--- src/hw/rtl/tfns_pkg.sv ---
// shared types and constants for the triangle face normal and shade pipeline
package tfns_pkg;

    localparam int COORD_WIDTH = 24;
    // differences are brought back to 25-bit range for wide coordinates
    localparam int SCALE_SHIFT = (COORD_WIDTH > 24) ? COORD_WIDTH - 24 : 0;
    localparam int E_W         = COORD_WIDTH + 1 - SCALE_SHIFT;
    localparam int PROD_W      = 2 * E_W;
    localparam int CR_W        = PROD_W + 1;
    localparam int MAG_W       = CR_W;
    localparam int POS_W       = $clog2(MAG_W);
    localparam int M_W         = 30;
    localparam int TOP_BIT     = M_W - 1;
    localparam int SUM_W       = 2 * M_W + 2;
    localparam int LEN_W       = M_W + 1;
    localparam int FRAC_BITS   = 14;
    localparam int Q_W         = FRAC_BITS + 1;
    localparam int NUM_W       = M_W + FRAC_BITS + 1;
    localparam int N_W         = 16;
    localparam int LUM_W       = 8;
    localparam int LUM_SHIFT   = 30;
    localparam int DP_W        = M_W + 1 + E_W;
    localparam int DOT_W       = DP_W + 2;

    // 127.5 / sqrt(5) in q16, and 255 * 2^29
    localparam logic [21:0] LIGHT_K  = 22'd3736845;
    localparam logic [37:0] LUM_BIAS = 38'd136902082560;

    localparam int CFG_IDX_W = 2;
    localparam logic [CFG_IDX_W-1:0] REG_CAMERA_X = 2'd0;
    localparam logic [CFG_IDX_W-1:0] REG_CAMERA_Y = 2'd1;
    localparam logic [CFG_IDX_W-1:0] REG_CAMERA_Z = 2'd2;

    typedef struct packed {
        logic signed [COORD_WIDTH-1:0] vertex_a_x;
        logic signed [COORD_WIDTH-1:0] vertex_a_y;
        logic signed [COORD_WIDTH-1:0] vertex_a_z;
        logic signed [COORD_WIDTH-1:0] vertex_b_x;
        logic signed [COORD_WIDTH-1:0] vertex_b_y;
        logic signed [COORD_WIDTH-1:0] vertex_b_z;
        logic signed [COORD_WIDTH-1:0] vertex_c_x;
        logic signed [COORD_WIDTH-1:0] vertex_c_y;
        logic signed [COORD_WIDTH-1:0] vertex_c_z;
    } in_t;

    typedef struct packed {
        logic                  facing;
        logic [LUM_W-1:0]      luminance;
        logic signed [N_W-1:0] unit_normal_x;
        logic signed [N_W-1:0] unit_normal_y;
        logic signed [N_W-1:0] unit_normal_z;
    } out_t;

    typedef struct packed {
        logic signed [COORD_WIDTH-1:0] x;
        logic signed [COORD_WIDTH-1:0] y;
        logic signed [COORD_WIDTH-1:0] z;
    } cam_t;

    typedef struct packed {
        logic [2:0]            neg;
        logic                  zero;
        logic                  facing;
        logic [2:0][M_W-1:0]   m;
    } side_t;

    typedef struct packed {
        side_t                side;
        logic [SUM_W-1:0]     sum;
    } setup_t;

    typedef struct packed {
        logic [2:0] neg;
        logic       zero;
        logic       facing;
    } flag_t;

endpackage

--- src/hw/rtl/tfns_isqrt.sv ---
// pipelined integer square root, one result bit per stage
module tfns_isqrt #(
    parameter int SB_W = 1
) (
    input  logic                        clk,
    input  logic                        rst_n,
    input  logic                        in_valid,
    input  logic [tfns_pkg::SUM_W-1:0]  radicand,
    input  logic [SB_W-1:0]             in_side,
    output logic                        out_valid,
    output logic [tfns_pkg::LEN_W-1:0]  root,
    output logic [SB_W-1:0]             out_side
);
    import tfns_pkg::*;

    localparam int STEPS = SUM_W / 2;

    logic [STEPS-1:0] valid_reg;
    logic [SUM_W-1:0] rem_reg  [STEPS];
    logic [SUM_W-1:0] res_reg  [STEPS];
    logic [SB_W-1:0]  side_reg [STEPS];

    for (genvar k = 0; k < STEPS; k++)
    begin : g_step
        localparam logic [SUM_W-1:0] BIT = SUM_W'(1) << (SUM_W - 2 - 2 * k);

        logic [SUM_W-1:0] rem_in, res_in, trial, rem_next, res_next;
        logic [SB_W-1:0]  side_in;
        logic             valid_in;

        if (k == 0)
        begin : g_first
            assign rem_in   = radicand;
            assign res_in   = '0;
            assign side_in  = in_side;
            assign valid_in = in_valid;
        end
        else
        begin : g_rest
            assign rem_in   = rem_reg[k-1];
            assign res_in   = res_reg[k-1];
            assign side_in  = side_reg[k-1];
            assign valid_in = valid_reg[k-1];
        end

        always_comb
        begin
            trial = res_in + BIT;
            if (rem_in >= trial)
            begin
                rem_next = rem_in - trial;
                res_next = (res_in >> 1) + BIT;
            end
            else
            begin
                rem_next = rem_in;
                res_next = res_in >> 1;
            end
        end

        always_ff @(posedge clk or negedge rst_n)
        begin
            if (!rst_n)
            begin
                valid_reg[k] <= 1'b0;
            end
            else
            begin
                valid_reg[k] <= valid_in;
            end
        end

        always_ff @(posedge clk)
        begin
            rem_reg[k]  <= rem_next;
            res_reg[k]  <= res_next;
            side_reg[k] <= side_in;
        end
    end

    assign out_valid = valid_reg[STEPS-1];
    assign root      = LEN_W'(res_reg[STEPS-1]);
    assign out_side  = side_reg[STEPS-1];

endmodule

--- config.mk ---
export PLATFORM = sky130hd
export DESIGN_NAME = tfns_isqrt
export DESIGN_NICKNAME = d
export VERILOG_FILES = /design/src/hw/rtl/tfns_pkg.sv /design/src/hw/rtl/tfns_isqrt.sv
export SDC_FILE = /design/constraint.sdc
export NUM_CORES = 2
export LEC_CHECK = 0
export BUFFER_PORTS_ARGS = -buffer_cell sky130_fd_sc_hd__buf_2
export CORE_AREA = 2 2 451 453
export DETAILED_ROUTE_END_ITERATION = 10
export DIE_AREA = 0 0 453 455
export PLACE_DENSITY = 0.6
export SLEW_MARGIN = 10
export SYNTH_ARGS = -nofsm -noshare
export SYNTH_HDL_FRONTEND = slang
export SYNTH_SLANG_ARGS = --single-unit
--- constraint.sdc ---
create_clock -name clk -period 4.1 [get_ports clk]
set_clock_uncertainty 0.2 [all_clocks]
set_input_delay 0.82 -clock clk [delete_from_list [all_inputs] [get_ports clk]]
set_output_delay 0.82 -clock clk [all_outputs]
set_load 0.02 [all_outputs]
==> summary.md <==
| Metric | Value |
|---|---|
| Syn_area_per_cell | `10.07 um2` |
| Worst-case clock buffer depth | `3` |
| Data required time at the worst endpoint | `4700 ps` |
| Register-to-register setup slack | `180 ps` |
| Slew @ Worst Pin | `1173 ps` |
| Routed Antenna Nets | `0` |
| Worst skew pair latency | `910 ps` |
| Kind of start point of the critical path | `flop` |
| Count leader, synth | `dfxtp_1` |
| Pwr dens | `712.6 nW/um2` |
| RD Place Congestion | `0.9161` |
| Min Tclk post-route | `3917 ps` |
| Vias in the first global route | `63.58k` |
| Ports | `99` |
| CP Max Fanout | `8` |
| Initial Utilization | `0.4481` |
| Remaining routing DRC violations | `0` |
| Initial antenna violation count | `17` |
| Worst VDD drop | `0.0004927 V` |
| Inserted Clock Buffers | `238` |
| Synth top area share | `0.5298` |
| Nets | `9921` |
| Clk sinks | `2418` |
| FP Rows | `165` |
| Starting DRT DRC Count | `4031` |
| Port bufs | `98` |
| Max cap viols | `0` |
| EDFF count, synth | `0` |
| Yosys warnings | `0` |
| First-pass GRT wire length | `352600 um` |
| Max reg flops | `1860` |
| CTS tree | `built` |
| Crit Reg-Reg Endpoint | `rem_reg[27][52]$_DFF_P_` |
| Share of cells above drive strength 1 | `0.08589` |
| Hold path depth | `0` |
| Hold Violations, Final | `0` |
| Synth area leader | `dfxtp_1` |
| Run status | `completed` |
| FF+latch count, synth | `2418` |
| Die ar. | `206100 um2` |
| GRT overflow | `0` |
| Simple-Gate Fraction of Synth Area | `0.1491` |
| Main combinational cell family by area after synthesis | `simple AND/OR/NAND/NOR gates` |
| Hold crit path type | `reg2reg` |
| WS Path Type | `reg2reg` |
| Pwr Total | `73980 uW` |
| Die W | `453 um` |
| Largest net degree at the start of global routing | `54` |
| Post-synthesis sequential area ratio | `0.5384` |
| Drt total wl | `225600 um` |
| Leak pwr | `0.04745 uW` |
| Hold Path Sink | `res_reg[3][196]$_DFF_P_` |
| Htree depth | `4` |
| Mux contribution to synthesized area | `0.01279` |
| Fmax | `255.3 MHz` |
| Netlist cell types | `89` |
| Synth Flop Type | `dfxtp_1` |
| Max Slew Vio Count | `0` |
| Clk Tree Root Cell | `clkbuf_16` |
| Via count | `63.97k` |
| Via/cell ratio | `5.238` |
| Kind of end point of the critical path | `flop` |
| Drt wl/cell | `18.47 um` |
| Post-Synth XOR/XNOR Area | `0.08079` |
| Core Util, Final | `0.5158` |
| Post-DP HPWL | `176500 um` |
| Slew margin rel. | `0.2135` |
| Top post-synthesis cells by area | `dfxtp_1 (53%), ha_1 (7.3%), xnor2_1 (4.1%), xor2_1 (3.9%), a21oi_1 (3.0%)` |
| Ys async rst share | `0.01282` |
| RSZ-0062 raised after global routing | `no` |
| Core area | `201300 um2` |
| Synth Instances | `8955` |
| Gr usage total | `0.2155` |
| Final count of negative-setup-slack endpoints | `0` |
| Die height | `455 um` |
| Post-Synth Adder-Cell Area | `0.07283` |
| Crit Reg-Reg Startpoint | `res_reg[3][132]$_DFF_P_` |
| Area growth syn-to-layout | `15.10%` |
| Commonest cells in the netlist | `dfxtp_1 (2387), inv_1 (646), nor2_1 (613)` |
| Post-route clock period utilization | `0.9554` |
| Synth Net Count | `9546` |
| FF-to-FF path depth | `13` |
| Synth Cell Area | `90200 um2` |
| Worst Path Arrival | `4520 ps` |
| Synth Area in Compound Gates | `0.1127` |
| TritonRoute pass-1 iters | `7` |
| HP Start | `res_reg[3][135]$_DFF_P_` |
| CTS clk-pin slew, worst paths | `60 ps` |
==> critical path: stages (launching register included) <==
cell and delay (ps):
dfxtp_1 340, inv_1 50, ha_1 340, nor2b_1 170
o31a_1 280, o2111ai_1 200, nand2_1 160, a31oi_1 380
buf_4 220, o21ai_0 160, nor2b_1 210, or3b_2 600
nor4_1 320, xor2_1 160
==> power breakdown <==
part / internal, uW / leakage [uW] / total (uW) / switching, uW
Combinational: 7890 / 0.0229 / 17700 / 9840
Clock: 13500 / 0.00415 / 22800 / 9360
Sequential: 28800 / 0.0204 / 33400 / 4670
Total: 50100 / 0.0474 / 74000 / 23900
==> cells in the final DEF (no fill, tap or decap), drive strengths merged, types with 91 or more instances in the layout <==
master,Yosys,routed
nand4,119,119
xnor2,427,427
nor3,245,245
ha,525,525
buf,17,223
o21ai,402,402
nand2b,103,103
a21oi,537,537
or3,104,104
mux2,98,98
nand2,588,588
nor4,318,318
clkbuf,136,330
dfxtp,2387,2387
nand3,154,154
nor2,613,613
xor2,405,405
inv,647,652
o21a,91,91
a21o,218,218
==> timing repair <==
action | CTS | global route
hold endpoints to repair | 95 | 0
buffers inserted | 0 | 0
endpoints found under the setup margin | 11 | 26
gates resized for setup | 1 | 8
hold buffers | 65 | 0
==> how the worst max path moves through the flow <==
stage	from	cells after the start	slack [ps]	end
2_1_floorplan	res_reg[3][218]$_DFF_P_	13	520	rem_reg[28][49]$_DFF_P_
3_3_place_gp	res_reg[3][158]$_DFF_P_	11	-50	rem_reg[27][52]$_DFF_P_
3_5_place_dp	res_reg[3][158]$_DFF_P_	11	-80	rem_reg[27][52]$_DFF_P_
4_1_cts	res_reg[3][158]$_DFF_P_	11	110	rem_reg[27][52]$_DFF_P_
5_1_grt	res_reg[3][75]$_DFF_P_	13	3	rem_reg[26][59]$_DFF_P_
6_report	res_reg[3][132]$_DFF_P_	13	180	rem_reg[27][52]$_DFF_P_
==> through the flow <==
stage | setup TNS, ps | setup WS (ps) | hold slack [ps] | area, um2 | cells
2_1_floorplan | 0 | 520.7 | 109.6 | 90200 | 8955
3_3_place_gp | -57.77 | -49.54 | 110.5 | 94550 | 11700
3_5_place_dp | -247.2 | -80.35 | 112.1 | 94550 | 11700
4_1_cts | 0 | 112.7 | 88.82 | 103800 | 12210
5_1_grt | 0 | 2.594 | 97.11 | 103800 | 12210
6_report | 0 | 182.9 | 84.97 | 103800 | 12210
==> area by class of cell <==
cell class	instances	area (um2)
repair buffers	288	2142
inverters	647	2429
fillers	18140	97470
diodes	5	12.51
multi-input cells	5737	38770
well taps	2672	3343
clock buffers	330	6894
clock inverters	116	1665
flip-flops and latches	2418	48560
==> cells by family after synthesis <==
group,count (synthesis)
AO/OA/AOI/OAI,1639
flip-flops,2418
adder cells (fa/ha/maj),525
AND/OR/NAND/NOR,2638
XOR/XNOR,832
buffers and inverters,800
multiplexers,103
==> metal layers <==
layer,vias up,GRT usage,wire length [um]
met2,1373,0.3726,108500
met1,30370,0.2804,101500
met5,-,0,13
met4,2,0.05589,5090
met3,351,0.03209,10560
li1,31870,-,-
No activity file was read; power rests on OpenSTA's default activity.
